$ cat src/rtl/svsi_pkg.sv
// Shared types and constants for the sorted voice slot table.
// No dependencies; imported by every other file of the block.
package svsi_pkg;

	localparam int SLOT_COUNT = 4;
	localparam int IDX_W      = (SLOT_COUNT > 1) ? $clog2(SLOT_COUNT) : 1;
	localparam int DATA_W     = 24;
	localparam int POS_W      = 2;

	localparam logic [IDX_W-1:0] LAST_IDX = IDX_W'(SLOT_COUNT - 1);

	typedef enum logic {
		CMD_INSERT = 1'b0,
		CMD_READ   = 1'b1
	} cmd_t;

	typedef struct packed {
		logic [DATA_W-1:0] addr;
		logic [DATA_W-1:0] rem;
	} entry_t;

	typedef struct packed {
		logic             en;
		logic [IDX_W-1:0] idx;
		entry_t           data;
	} wr_req_t;

	typedef struct packed {
		cmd_t              command;
		logic [DATA_W-1:0] sample_address;
		logic [DATA_W-1:0] sample_length;
		logic [POS_W-1:0]  slot_index;
	} item_t;

	typedef struct packed {
		logic              accepted;
		logic              dropped;
		logic [POS_W-1:0]  position;
		logic [DATA_W-1:0] slot_address;
		logic [DATA_W-1:0] slot_remaining;
	} result_t;

endpackage

$ cat src/rtl/svsi_if.sv
// Valid/ready channel interfaces for command words and result words.
// Depends on svsi_pkg for field widths.
interface svsi_cmd_if import svsi_pkg::*; ();
	logic              valid;
	logic              ready;
	logic              command;
	logic [DATA_W-1:0] sample_address;
	logic [DATA_W-1:0] sample_length;
	logic [POS_W-1:0]  slot_index;

	modport source (output valid, command, sample_address, sample_length, slot_index,
		input ready);
	modport sink (input valid, command, sample_address, sample_length, slot_index,
		output ready);
endinterface

interface svsi_rsp_if import svsi_pkg::*; ();
	logic              valid;
	logic              ready;
	logic              accepted;
	logic              dropped;
	logic [POS_W-1:0]  position;
	logic [DATA_W-1:0] slot_address;
	logic [DATA_W-1:0] slot_remaining;

	modport source (output valid, accepted, dropped, position, slot_address, slot_remaining,
		input ready);
	modport sink (input valid, accepted, dropped, position, slot_address, slot_remaining,
		output ready);
endinterface

$ cat src/rtl/svsi_table.sv
// Slot table: SLOT_COUNT entries, one read and one write port, cleared at reset.
// Depends on svsi_pkg.
module svsi_table import svsi_pkg::*; (
	input  logic             clk,
	input  logic             arst_n,
	input  logic [IDX_W-1:0] rd_idx,
	output entry_t           rd_data,
	input  wr_req_t          wr
);

	entry_t entry_q [SLOT_COUNT];

	always_ff @(posedge clk or negedge arst_n) begin
		if (!arst_n) begin
			for (int i = 0; i < SLOT_COUNT; i++) begin
				entry_q[i] <= '0;
			end
		end else if (wr.en) begin
			entry_q[wr.idx] <= wr.data;
		end
	end

	assign rd_data = entry_q[rd_idx];

endmodule

$ cat src/rtl/svsi_ctrl.sv
// Sequencer: walks the table one slot per cycle with a single length comparator,
// rippling displaced entries down. Depends on svsi_pkg.
module svsi_ctrl import svsi_pkg::*; (
	input  logic             clk,
	input  logic             arst_n,
	input  logic             item_valid,
	output logic             item_ready,
	input  item_t            item,
	output logic [IDX_W-1:0] rd_idx,
	input  entry_t           rd_data,
	output wr_req_t          wr,
	input  logic             res_free,
	output logic             res_valid,
	output result_t          res
);

	typedef enum logic [4:0] {
		ST_IDLE  = 5'b00001,
		ST_READ  = 5'b00010,
		ST_WALK  = 5'b00100,
		ST_SHIFT = 5'b01000,
		ST_EMIT  = 5'b10000
	} state_t;

	state_t           state_q;
	logic [IDX_W-1:0] k_q;
	entry_t           carry_q;
	logic [POS_W-1:0] ridx_q;
	logic             oor_q;
	logic [POS_W-1:0] pos_q;
	result_t          res_q;

	logic geq;
	logic placing;
	logic last;
	logic old_free;

	assign geq      = rd_data.rem >= carry_q.rem;
	assign placing  = (state_q == ST_SHIFT) || ((state_q == ST_WALK) && !geq);
	assign last     = k_q == LAST_IDX;
	assign old_free = rd_data.rem == '0;

	assign item_ready = state_q == ST_IDLE;
	assign rd_idx     = k_q;
	assign wr.en      = placing;
	assign wr.idx     = k_q;
	assign wr.data    = carry_q;
	assign res_valid  = (state_q == ST_EMIT) && res_free;
	assign res        = res_q;

	always_ff @(posedge clk or negedge arst_n) begin
		if (!arst_n) begin
			state_q <= ST_IDLE;
			k_q     <= '0;
		end else begin
			unique case (state_q)
				ST_IDLE: begin
					if (item_valid) begin
						if (item.command == CMD_READ) begin
							k_q     <= IDX_W'(item.slot_index);
							state_q <= ST_READ;
						end else begin
							k_q     <= '0;
							state_q <= ST_WALK;
						end
					end
				end
				ST_READ: begin
					state_q <= ST_EMIT;
				end
				ST_WALK, ST_SHIFT: begin
					if (placing) begin
						if (old_free || last) begin
							state_q <= ST_EMIT;
						end else begin
							k_q     <= k_q + IDX_W'(1);
							state_q <= ST_SHIFT;
						end
					end else if (last) begin
						state_q <= ST_EMIT;
					end else begin
						k_q <= k_q + IDX_W'(1);
					end
				end
				ST_EMIT: begin
					if (res_free) begin
						state_q <= ST_IDLE;
					end
				end
				default: begin
					state_q <= ST_IDLE;
				end
			endcase
		end
	end

	// datapath, no reset
	always_ff @(posedge clk) begin
		unique case (state_q)
			ST_IDLE: begin
				if (item_valid) begin
					carry_q.addr <= item.sample_address;
					carry_q.rem  <= item.sample_length;
					ridx_q       <= item.slot_index;
					oor_q        <= 32'(item.slot_index) >= SLOT_COUNT;
				end
			end
			ST_READ: begin
				res_q.accepted       <= 1'b0;
				res_q.dropped        <= 1'b0;
				res_q.position       <= ridx_q;
				res_q.slot_address   <= oor_q ? '0 : rd_data.addr;
				res_q.slot_remaining <= oor_q ? '0 : rd_data.rem;
			end
			ST_WALK, ST_SHIFT: begin
				res_q.slot_address   <= '0;
				res_q.slot_remaining <= '0;
				if (placing) begin
					carry_q <= rd_data;
					if (state_q == ST_WALK) begin
						pos_q <= POS_W'(k_q);
					end
					res_q.accepted <= 1'b1;
					res_q.dropped  <= !old_free && last;
					res_q.position <= (state_q == ST_WALK) ? POS_W'(k_q) : pos_q;
				end else begin
					res_q.accepted <= 1'b0;
					res_q.dropped  <= 1'b0;
					res_q.position <= '0;
				end
			end
			ST_EMIT: begin
			end
			default: begin
			end
		endcase
	end

endmodule

$ cat src/rtl/sorted_voice_slot_insert.sv
// Sorted voice slot table, top level: command channel, sequencer, table, result register.
// Depends on svsi_pkg, svsi_if, svsi_table and svsi_ctrl.
//
// req carries one command word: insert (sample_address, sample_length) or read (slot_index).
// rsp returns exactly one result word per command, in order.
// An insert walks the slots from slot 0, one slot per cycle through a single
// length comparator; once the insert point is found the displaced entries ripple
// down one slot per cycle until a free slot or the end of the table.
// req.ready is high only while the sequencer is idle, so one command is in work
// at a time. The result sits in an output register; if the register is occupied
// and rsp.ready is low the sequencer holds its result until the register frees,
// and no new command is taken meanwhile.
// Reset (arst_n low) clears every slot to free and empties the result register.
module sorted_voice_slot_insert import svsi_pkg::*; (
	input logic         clk,
	input logic         arst_n,
	svsi_cmd_if.sink    req,
	svsi_rsp_if.source  rsp
);

	item_t            item;
	logic [IDX_W-1:0] rd_idx;
	entry_t           rd_data;
	wr_req_t          wr;
	logic             res_free;
	logic             res_valid;
	result_t          res;
	logic             rsp_valid_q;
	result_t          rsp_q;

	assign item.command        = cmd_t'(req.command);
	assign item.sample_address = req.sample_address;
	assign item.sample_length  = req.sample_length;
	assign item.slot_index     = req.slot_index;

	svsi_ctrl u_ctrl (
		.clk        (clk),
		.arst_n     (arst_n),
		.item_valid (req.valid),
		.item_ready (req.ready),
		.item       (item),
		.rd_idx     (rd_idx),
		.rd_data    (rd_data),
		.wr         (wr),
		.res_free   (res_free),
		.res_valid  (res_valid),
		.res        (res)
	);

	svsi_table u_table (
		.clk     (clk),
		.arst_n  (arst_n),
		.rd_idx  (rd_idx),
		.rd_data (rd_data),
		.wr      (wr)
	);

	assign res_free = !rsp_valid_q || rsp.ready;

	always_ff @(posedge clk or negedge arst_n) begin
		if (!arst_n) begin
			rsp_valid_q <= 1'b0;
		end else if (res_free) begin
			rsp_valid_q <= res_valid;
		end
	end

	always_ff @(posedge clk) begin
		if (res_valid) begin
			rsp_q <= res;
		end
	end

	assign rsp.valid          = rsp_valid_q;
	assign rsp.accepted       = rsp_q.accepted;
	assign rsp.dropped        = rsp_q.dropped;
	assign rsp.position       = rsp_q.position;
	assign rsp.slot_address   = rsp_q.slot_address;
	assign rsp.slot_remaining = rsp_q.slot_remaining;

`ifndef SYNTHESIS
	a_busy_after_accept: assert property (@(posedge clk) disable iff (!arst_n)
		req.valid && req.ready |=> !req.ready)
		else $error("command taken while sequencer busy");

	a_drop_needs_accept: assert property (@(posedge clk) disable iff (!arst_n)
		rsp.valid |-> (rsp.accepted || !rsp.dropped))
		else $error("drop flagged on a rejected or read result");

	a_insert_no_data: assert property (@(posedge clk) disable iff (!arst_n)
		rsp.valid && rsp.accepted |-> (rsp.slot_address == '0 && rsp.slot_remaining == '0))
		else $error("insert result carries slot data");

	a_write_only_insert: assert property (@(posedge clk) disable iff (!arst_n)
		wr.en |-> (wr.data.rem != '0 && !req.ready))
		else $error("table write of a free entry or while idle");
`endif

endmodule
$ cat src/flat_wrapper.sv
// flat-port wrapper written by rule: the top's interface ports become plain ports
module sorted_voice_slot_insert_flat import svsi_pkg::*;
  (clk, arst_n, req_valid, req_command, req_sample_address, req_sample_length, req_slot_index, req_ready, rsp_valid, rsp_accepted, rsp_dropped, rsp_position, rsp_slot_address, rsp_slot_remaining, rsp_ready);
  svsi_cmd_if req_i ();
  svsi_rsp_if rsp_i ();
  input logic clk;
  input logic arst_n;
  input wire logic [$bits(req_i.valid)-1:0] req_valid;
  input wire logic [$bits(req_i.command)-1:0] req_command;
  input wire logic [$bits(req_i.sample_address)-1:0] req_sample_address;
  input wire logic [$bits(req_i.sample_length)-1:0] req_sample_length;
  input wire logic [$bits(req_i.slot_index)-1:0] req_slot_index;
  output wire logic [$bits(req_i.ready)-1:0] req_ready;
  output wire logic [$bits(rsp_i.valid)-1:0] rsp_valid;
  output wire logic [$bits(rsp_i.accepted)-1:0] rsp_accepted;
  output wire logic [$bits(rsp_i.dropped)-1:0] rsp_dropped;
  output wire logic [$bits(rsp_i.position)-1:0] rsp_position;
  output wire logic [$bits(rsp_i.slot_address)-1:0] rsp_slot_address;
  output wire logic [$bits(rsp_i.slot_remaining)-1:0] rsp_slot_remaining;
  input wire logic [$bits(rsp_i.ready)-1:0] rsp_ready;
  assign req_i.valid = req_valid;
  assign req_i.command = req_command;
  assign req_i.sample_address = req_sample_address;
  assign req_i.sample_length = req_sample_length;
  assign req_i.slot_index = req_slot_index;
  assign req_ready = req_i.ready;
  assign rsp_valid = rsp_i.valid;
  assign rsp_accepted = rsp_i.accepted;
  assign rsp_dropped = rsp_i.dropped;
  assign rsp_position = rsp_i.position;
  assign rsp_slot_address = rsp_i.slot_address;
  assign rsp_slot_remaining = rsp_i.slot_remaining;
  assign rsp_i.ready = rsp_ready;
  sorted_voice_slot_insert u_core (.clk(clk), .arst_n(arst_n), .req(req_i), .rsp(rsp_i));
endmodule
$ cat config.mk
export PLATFORM = sky130hd
export DESIGN_NAME = sorted_voice_slot_insert_flat
export DESIGN_NICKNAME = d
export VERILOG_FILES = /design/src/rtl/svsi_pkg.sv /design/src/rtl/svsi_if.sv /design/src/rtl/svsi_table.sv /design/src/rtl/svsi_ctrl.sv /design/src/rtl/sorted_voice_slot_insert.sv /design/src/flat_wrapper.sv
export SDC_FILE = /design/constraint.sdc
export NUM_CORES = 1
export LEC_CHECK = 0
export BUFFER_PORTS_ARGS = -buffer_cell sky130_fd_sc_hd__buf_4
export CORE_UTILIZATION = 39
export CTS_BUF_LIST = sky130_fd_sc_hd__clkbuf_4 sky130_fd_sc_hd__clkbuf_8
export DETAILED_ROUTE_END_ITERATION = 6
export GPL_TIMING_DRIVEN = 1
export HOLD_SLACK_MARGIN = 0.03
export PLACE_DENSITY = 0.65
export SLEW_MARGIN = 20
export SYNTH_ARGS = -nofsm -noshare
export SYNTH_HDL_FRONTEND = slang
export SYNTH_SLANG_ARGS = --single-unit
$ cat constraint.sdc
create_clock -name clk -period 13.9 [get_ports clk]
set_input_delay 1.39 -clock clk [delete_from_list [all_inputs] [get_ports clk]]
set_output_delay 1.39 -clock clk [all_outputs]
set_load 0.01 [all_outputs]
==> results.toml, run 1 <==
[outcome]
status = "finished, final reports clean"

[placed_design]
pre_cts_ws_ns = 8.90
place.gp.congestion = 0.763
hpwlAfterDp_mm = 20.4
portBuffers = 108
dpl_cell_area_um2 = 16500
dp_cells = 1534

[sta]
timing.final.ws_setup_ns = 8.95
slew_headroom_pct = 26.7
fin_tns_setup_ns = 0
finalHoldViolCount = 0
post-route-min-period_ns = 4.95
tightestPinTransition_ns = 1.09
rsz0062_at_grt = "no"
fmax_mhz = 202
drv_slew = 0
period_share_pct = 35.6
setup_viol = 0
finClkSkew_ns = 0.0311

[power]
leakagePower_nw = 7.83
p_per_area_nw_per_um2 = 230
max-vdd-ir-drop_uv = 87.1

[critical_path]
crit_chain = "buf_4, mux4_2, ha_1, a21o_1, a21oi_1, nor2b_1, o41ai_4, and3_2, buf_4, mux2_1"
crit_family = "buffers and inverters"
start_kind = "flop"
max_stage_delay_ns = 0.77
critPathMaxFanout = 40
cp.required_ns = 14.37
rrSetupSlack_ns = 8.95
crit_type = "reg -> reg"
reg2reg_depth = 10
critPathSlowestCell = "and3_2"
r2r-end = "u_core.u_table.entry_q[18]$_DFFE_PN0P_"
arrival_ns = 5.42
timing.critical_path.mode_cell = "buf_4"
crit_buf_inv = 2
critPathCaptureType = "flop"
timing.rr.start = "u_core.u_ctrl.rd_idx[0]$_DFFE_PN0P_"

[clocking]
htreeDepth = 2
cts_buffers = 56
cts_tree = "built"
clock-sinks = 356
cts_root_buf = "clkbuf_8"
hold_buffers = 0
path_clk_slew_ns = 0.06
insertion_delay_ns = 0.61
post-cts-setup-buffers = 0
post_cts_resized = 0
clockBufferDepth = 3

[synthesis]
synth_area_um2 = 15100
seq_area_frac_synth_pct = 64.1
synth-main-ff-cell = "dfrtp_1"
syn_nets = 1033
syn_area_per_cell_um2 = 15.9
ys_ff_latch = 356
ys_types = 44
synth_edf_count = 156
syn_inst = 950
ys_warn_count = 0
async_flop_share_pct = 56.2

[floorplanning]
die_w_um = 199
core_region_area_um2 = 37900
num_io_pins = 109
rows = 71
die_y_um = 199
die-area_um2 = 39600
start_util_pct = 39.9

[min_path]
hold_path_startpoint = "u_core.u_ctrl.res[51]$_SDFFCE_PP0N_"
hold_depth = 0
hold_end = "u_core.rsp.accepted$_DFFE_PP_"
hp-class = "reg -> reg"

[routing]
dr.first_iter.drc_count = 456
ant_nets = 0
wire_per_inst_um = 20.1
dr.pass1.iters = 5
dr_total_vias = 8435
vias_per_cell = 5.15
drcViolationCount = 0
finalWirelength_mm = 33.0

[layout]
fin_area_um2 = 17600
multi_input_area_um2 = 5070
area_delta_synth_final_pct = 16.5
seq_area_um2 = 9700
final_core_util_pct = 46.5
antenna_cells = 0
fillCellCount = 3304
fin_nets = 1164
drive_gt1_share_pct = 26.4
fin_cells = 1639

[global_route]
grt_max_degree = 85
track_usage_pct = 17.5
antenna_found_initial = 0
grt_pass1_wl_mm = 52.0
overflow = 0
grt_pass1_vias = 9087

[run]
max_cap_viol_count = 0
## worst max-delay path by stage
stage | startpoint | end | cells after the start
CTS | u_core.u_ctrl.rd_idx[0]$_DFFE_PN0P_ | u_core.u_table.entry_q[165]$_DFFE_PN0P_ | 10
finish | u_core.u_ctrl.rd_idx[0]$_DFFE_PN0P_ | u_core.u_table.entry_q[18]$_DFFE_PN0P_ | 10
global route | u_core.u_ctrl.rd_idx[0]$_DFFE_PN0P_ | u_core.u_ctrl.wr[16]$_DFFE_PP_ | 10
global placement | u_core.u_ctrl.rd_idx[0]$_DFFE_PN0P_ | u_core.u_table.entry_q[83]$_DFFE_PN0P_ | 10
floorplan | u_core.u_ctrl.state_q[2]$_DFFE_PN0P_ | u_core.u_ctrl.res[0]$_SDFFCE_PN0N_ | 4
detailed placement | u_core.u_ctrl.rd_idx[0]$_DFFE_PN0P_ | u_core.u_ctrl.wr[44]$_DFFE_PP_ | 10
## layout make-up
cell class / instances / share of cell area [%]
Clock buffer: 81 / 5.86
Clock inverter: 24 / 0.767
Inverter: 28 / 0.596
Multi-Input combinational cell: 514 / 28.7
Sequential cell: 356 / 55.0
Tap cell: 511 / 3.63
Timing Repair Buffer: 125 / 5.38
## worst register-to-register path, cell delays in order (launching register included)
cell     delay [ns]
dfrtp_4        0.60
buf_4          0.74
mux4_2         0.70
ha_1           0.32
a21o_1         0.18
a21oi_1        0.14
nor2b_1        0.09
o41ai_4        0.34
and3_2         0.78
buf_4          0.54
mux2_1         0.39
## stage by stage
step | hold WS (ns) | total power [mW]
2_1_floorplan | 0.400 | 2.73
3_3_place_gp | 0.402 | 3.13
3_5_place_dp | 0.405 | 3.18
4_1_cts | 0.413 | 4.09
5_1_grt | 0.426 | 4.31
6_report | 0.410 | 4.05
## cells by family (layout without fill, tap and decap cells)
kind of cell / Yosys count / in the layout / synth area share [%]
compound gates: 35 / 35 / 1.60
xor+xnor: 1 / 1 / 0.0579
fa+ha+maj: 28 / 28 / 2.32
buf+inv: 80 / 258 / 2.54
flops: 356 / 356 / 64.1
mux: 265 / 265 / 23.3
simple gates: 185 / 185 / 6.11
## synthesized netlist by cell type (6+ instances only)
cell type  number  area [µm²]
nor2_1          8        30.0
buf_4          10        75.1
edfxtp_1      156        4680
clkbuf_1       19        71.3
nand2_1        87         327
a21oi_1        10        50.1
inv_1          28         105
and3_1         53         332
mux4_2         48        1080
buf_2          13        65.1
mux2_1        198        2230
mux2_2         18         203
buf_1           6        22.5
dfrtp_1       199        4980
ha_1           28         350
nor4_1          9        56.3
## where the power goes
group / switching (mW) / internal, mW / total [mW]
clock: 0.409 / 0.497 / 0.906
combinational: 0.677 / 0.584 / 1.26
sequential: 0.243 / 1.64 / 1.88
## metal layers
metal,vias up,global-route usage [%],share of wire (%)
met5,-,0,0
met4,0,5.73,2.1
met2,178,29.6,50
met1,4392,23.0,44
li1,3810,-,-
met3,55,2.68,3.8
## registers in the layout (all words and copies together), names as in the netlist
name,count
u_core.u_table.entry_q,192
u_core.u_ctrl.res,52
u_core.u_ctrl.wr,48
u_core.rsp.slot_address,24
u_core.rsp.slot_remaining,24
u_core.u_ctrl.state_q,5
u_core.rsp.position,2
u_core.u_ctrl.pos_q,2
u_core.u_ctrl.rd_idx,2
u_core.u_ctrl.ridx_q,2
u_core.rsp.accepted,1
u_core.rsp.dropped,1
u_core.rsp.valid,1
## cells in the final DEF, fill, tap and decap left out, drive strengths merged, types with 5 or more instances in the layout
cell type,count
nor2,9
a21oi,10
nand2,87
clkinv,21
dfrtp,199
buf,124
o21ai,10
clkbuf,82
and3,53
nand2b,5
ha,28
mux4,48
nor3,5
nor4,9
nand4,5
edfxtp,156
mux2,216
inv,30
No activity file was read; power rests on OpenSTA's default activity.
==> run 2, diff against run 1 <==
Clock period 13.9 ns to 5.06 ns, I/O delays scaled along.
==> results.toml, run 2 (synthesis results as in run 1) <==
[outcome]
status = "finished, final reports clean"

[power]
p_total_mw = 11.3
max-vdd-ir-drop_uv = 299
netSwitchingFraction_pct = 32.3
leakagePower_nw = 7.90
p_int_mw = 7.62
p_per_area_nw_per_um2 = 634
pwr-share-clk_pct = 22.6
combPwrFrac_pct = 31.1
netSwitchingPower_mw = 3.64
p_seq_share_pct = 46.3

[layout]
fillCellCount = 3336
final_common_cell = "mux2_1"
fin_nets = 1170
drive_gt1_share_pct = 27.5
area_delta_synth_final_pct = 17.4
regMostFlops = "u_core.u_table.entry_q"
fin_area_um2 = 17800
largest_reg_flops = 192
final_cell_mix = "mux2_1 (198), dfrtp_1 (197), edfxtp_1 (156)"

[sta]
timing.final.ws_setup_ns = 0.940
slew_headroom_pct = 41.5
rsz0062_at_grt = "no"
finalHoldViolCount = 0
setup_viol = 0
tightestPinTransition_ns = 0.877
drv_slew = 0
fmax_mhz = 243
fin_tns_setup_ns = 0
finClkSkew_ns = 0.0331
post-route-min-period_ns = 4.12
period_share_pct = 81.4

[clocking]
htreeDepth = 2
clockBufferDepth = 3
post-cts-setup-buffers = 0
insertion_delay_ns = 0.61
cts_tree = "built"
path_clk_slew_ns = 0.06
clock-sinks = 356
cts_buffers = 55
cts_root_buf = "clkbuf_8"

[min_path]
hold_depth = 1
hold_end = "u_core.u_ctrl.ridx_q[0]$_DFFE_PP_"
hp-class = "in -> reg"
hold_path_startpoint = "req_slot_index[0]"

[critical_path]
cp.required_ns = 5.53
critPathCaptureType = "flop"
max_stage_delay_ns = 0.67
critPathSlowestCell = "dfrtp_4"
critPathMaxFanout = 28
crit_family = "multiplexers"
crit_chain = "mux4_2, inv_1, ha_1, nand2b_1, a2111o_1, a32oi_1, a21o_1, and3_2, buf_12, mux2_1"
arrival_ns = 4.59
crit_buf_inv = 2
timing.rr.start = "u_core.u_ctrl.rd_idx[0]$_DFFE_PN0P_"
r2r-end = "u_core.u_table.entry_q[15]$_DFFE_PN0P_"
start_kind = "flop"
rrSetupSlack_ns = 0.94
crit_type = "reg -> reg"
reg2reg_depth = 10

[floorplanning]
rows = 71
num_io_pins = 109
die-area_um2 = 39600
start_util_pct = 39.9
core_region_area_um2 = 37900
die_y_um = 199
die_w_um = 199

[routing]
ant_nets = 0
dr_total_vias = 8452
wire_per_inst_um = 19.9
dr.first_iter.drc_count = 482
dr.pass1.iters = 4
vias_per_cell = 5.13
drcViolationCount = 0
finalWirelength_mm = 32.8

[placed_design]
hpwlAfterDp_mm = 20.1
place.gp.congestion = 0.773
dpl_cell_area_um2 = 16500
portBuffers = 108
pre_cts_ws_ns = 0.886

[global_route]
grt_pass1_vias = 9145
overflow = 0
track_usage_pct = 17.5
grt_pass1_wl_mm = 52.4
antenna_found_initial = 1
grt_max_degree = 104

[run]
max_cap_viol_count = 0
run 2: per-layer routing:
| metal | global-route usage (%) | share of wire [%] | wire (µm) |
|---|---|---|---|
| met1 | 23.3 | 45 | 14800 |
| met3 | 3.10 | 3.8 | 1240 |
| met4 | 5.67 | 2.2 | 718 |
| met2 | 29.1 | 49 | 16000 |
| met5 | 0 | 0 | 0 |
run 2: power groups by stage:
stage                     Sequential [mW]  Clock (mW)  Combinational [mW]
after floorplan                      4.99           0                2.52
after detailed placement             5.25           0                3.56
after CTS                            5.21        2.62                3.58
after global routing                 5.37        2.75                3.88
after global placement               5.22           0                3.49
final                                5.21        2.54                3.51
run 2: worst max path at each step:
stage,endpoint,startpoint,cells past startpoint
3_5_place_dp,u_core.u_table.entry_q[31]$_DFFE_PN0P_,u_core.u_ctrl.rd_idx[0]$_DFFE_PN0P_,10
4_1_cts,u_core.u_table.entry_q[16]$_DFFE_PN0P_,u_core.u_ctrl.rd_idx[0]$_DFFE_PN0P_,10
3_3_place_gp,u_core.u_table.entry_q[19]$_DFFE_PN0P_,u_core.u_ctrl.rd_idx[0]$_DFFE_PN0P_,10
5_1_grt,u_core.u_table.entry_q[19]$_DFFE_PN0P_,u_core.u_ctrl.rd_idx[0]$_DFFE_PN0P_,10
2_1_floorplan,u_core.u_ctrl.res[0]$_SDFFCE_PN0N_,u_core.u_ctrl.state_q[2]$_DFFE_PN0P_,4
6_report,u_core.u_table.entry_q[15]$_DFFE_PN0P_,u_core.u_ctrl.rd_idx[0]$_DFFE_PN0P_,10
run 2: final cells by class:
cell class / instances / area, µm² / area share [%]
sequential: 356 / 9700 / 54.6
multi-input combinational: 514 / 5070 / 28.5
clock buffer: 89 / 1070 / 6.05
timing repair buffer: 132 / 1050 / 5.91
tap: 511 / 639 / 3.60
clock inverter: 15 / 125 / 0.705
inverter: 28 / 105 / 0.592
antenna: 1 / 2.50 / 0.0141
run 2: timing repair:
action,in CTS,in global routing
gates resized for setup,0,0
hold buffers,1,0
endpoints found under the hold margin,11,0
run 2: per-stage QoR:
step                      cells  hold WS (ns)  utilization (%)
final                      1646         0.113             46.8
after global routing       1646        0.0650             46.8
after CTS                  1645        0.0707             46.8
after detailed placement   1540         0.405             43.6
after global placement     1540         0.401             43.6
after floorplan             950         0.210                -
==> run 3, diff against run 2 <==
Settings changed: PLACE_DENSITY 0.65 to 0.67.
Clock period 5.06 ns to 3.47 ns, I/O delays scaled along.
==> results.toml, run 3 (synthesis results as in run 1) <==
[critical_path]
crit_family = "multiplexers"
cp.required_ns = 3.94
critPathMaxFanout = 8
crit_path_start = "u_core.u_ctrl.rd_idx[0]$_DFFE_PN0P_"
max_stage_delay_ns = 0.55
critPathCaptureType = "flop"
crit_buf_inv = 3
critPathSlowestCell = "mux4_2"
crit_chain = "buf_12, mux4_2, ha_4, a21o_1, a21oi_2, nor2b_2, o41ai_4, buf_6, and3_4, clkbuf_16, mux2_4"
arrival_ns = 3.87
start_kind = "flop"
timing.rr.start = "u_core.u_ctrl.rd_idx[0]$_DFFE_PN0P_"
crit_type = "reg -> reg"

[clocking]
cts_tree = "built"
insertion_delay_ns = 0.61
cts_root_buf = "clkbuf_8"
clockBufferDepth = 3
path_clk_slew_ns = 0.06
cts_buffers = 57
clock-sinks = 356
htreeDepth = 2

[routing]
dr.pass1.iters = 4
wire_per_inst_um = 19.9
dr_total_vias = 8784
drcViolationCount = 0
finalWirelength_mm = 34.7
dr.first_iter.drc_count = 447
vias_per_cell = 5.04
ant_nets = 0

[layout]
area_delta_synth_final_pct = 26.2
fin_nets = 1265
regMostFlops = "u_core.u_table.entry_q"
antenna_cells = 0
drive_gt1_share_pct = 32.7
largest_reg_flops = 192
fin_cells = 1742
final_common_cell = "dfrtp_1"
final_cell_mix = "dfrtp_1 (197), mux2_1 (169), buf_4 (156), edfxtp_1 (156), nand2_1 (86)"
fin_area_um2 = 19100

[floorplanning]
core_region_area_um2 = 37900
rows = 71
start_util_pct = 39.9
num_io_pins = 109
die-area_um2 = 39600
die_y_um = 199
die_w_um = 199

[sta]
finalHoldViolCount = 0
slew_headroom_pct = 38.9
fmax_mhz = 294
tightestPinTransition_ns = 0.916
rsz0062_at_grt = "yes"
post-route-min-period_ns = 3.40
finClkSkew_ns = 0.0247
drv_slew = 0
period_share_pct = 98.1
setup_viol = 0

[global_route]
antenna_found_initial = 0
grt_pass1_vias = 9325
overflow = 0
track_usage_pct = 17.8
grt_max_degree = 108
grt_pass1_wl_mm = 53.3

[min_path]
hold_path_startpoint = "req_sample_length[19]"
hp-class = "in -> reg"

[power]
max-vdd-ir-drop_uv = 501
leakagePower_nw = 8.45
p_per_area_nw_per_um2 = 919

[outcome]
status = "finished, final reports clean"

[placed_design]
place.gp.congestion = 0.781
dp_cells = 1573
hpwlAfterDp_mm = 21.6
portBuffers = 108
dpl_cell_area_um2 = 17000

[run]
max_cap_viol_count = 0
-- run 3: changes by cell type in the layout (fill, tap and decap cells not counted), moves of 4 or more --
cell | previous run | this run
and3_4 | 0 | 4
clkinv_1 | 5 | 12
and3_2 | 5 | 1
clkbuf_16 | 0 | 4
buf_4 | 126 | 156
mux2_1 | 198 | 169
mux2_4 | 0 | 29
clkbuf_4 | 24 | 19
ha_1 | 28 | 22
dlygate4sd3_1 | 1 | 42
ha_4 | 0 | 5
buf_12 | 4 | 19
-- run 3: per-layer routing --
metal  global-route usage [%]  up-vias  part of all wire, %
li1                         -     4005                    -
met1                     23.4     4566                   45
met2                     30.0      170                   50
met3                     2.95       43                  3.3
met4                     5.70        0                  1.8
met5                        0        -                    0
-- run 3: where the power goes --
group / switching (mW) / internal [mW] / leakage [nW]
Combinational: 2.98 / 3.17 / 3.74
Sequential: 1.04 / 6.56 / 4.06
Clock: 1.64 / 2.16 / 0.647
-- run 3: worst register-to-register path, stage by stage (launching register included) --
cell	delay (ns)
dfrtp_4	0.52
buf_12	0.16
mux4_2	0.56
ha_4	0.24
a21o_1	0.18
a21oi_2	0.15
nor2b_2	0.07
o41ai_4	0.35
buf_6	0.18
and3_4	0.35
clkbuf_16	0.23
mux2_4	0.30
-- run 3: cell type report --
cell class                      count  area [µm²]
Clock buffer                       85        1050
Clock inverter                     23         180
Fill cell                        3199       18900
Inverter                           28         105
Multi-Input combinational cell    514        5290
Sequential cell                   356        9700
Tap cell                          511         639
Timing Repair Buffer              225        2120
-- run 3: worst paths after layout --
| check | to | slack (ns) | cells past startpoint |
|---|---|---|---|
| max | u_core.u_table.entry_q[68]$_DFFE_PN0P_ | 0.07 | 11 |
| min | u_core.u_ctrl.wr[19]$_DFFE_PP_ | 0.06 | 3 |
| max reg2reg | u_core.u_table.entry_q[68]$_DFFE_PN0P_ | 0.07 | 11 |
| min reg2reg | u_core.rsp.slot_address[3]$_DFFE_PP_ | 0.41 | 0 |
| max in group asynchronous | u_core.u_ctrl.state_q[0]$_DFFE_PN1P_ | 2.10 | 3 |
| min in group asynchronous | u_core.u_table.entry_q[103]$_DFFE_PN0P_ | 0.39 | 2 |
-- run 3: per-stage QoR --
| stage | util, % | power (mW) | setup WS (ns) | TNS, ns | hold slack, ns |
|---|---|---|---|---|---|
| 3_5_place_dp | 44.8 | 13.2 | -0.0217 | -0.440 | 0.405 |
| 4_1_cts | 49.2 | 17.2 | 0.00681 | 0 | 0.0307 |
| 2_1_floorplan | - | 10.9 | 0.0264 | 0 | 0.0514 |
| 6_report | 50.3 | 17.5 | 0.0667 | 0 | 0.0585 |
| 3_3_place_gp | 44.8 | 13.1 | 0.0315 | 0 | 0.403 |
| 5_1_grt | 50.3 | 18.6 | -0.0393 | -0.550 | 0.0379 |
-- run 3: timing repair --
item                                   in CTS  in global routing
setup endpoints to repair                 186                241
endpoints found under the hold margin     143                  0
hold buffers                               42                  0
cloned                                      0                  4
resized for setup                           0                 49
pin swaps                                   1                  7
buffers inserted                            4                 11
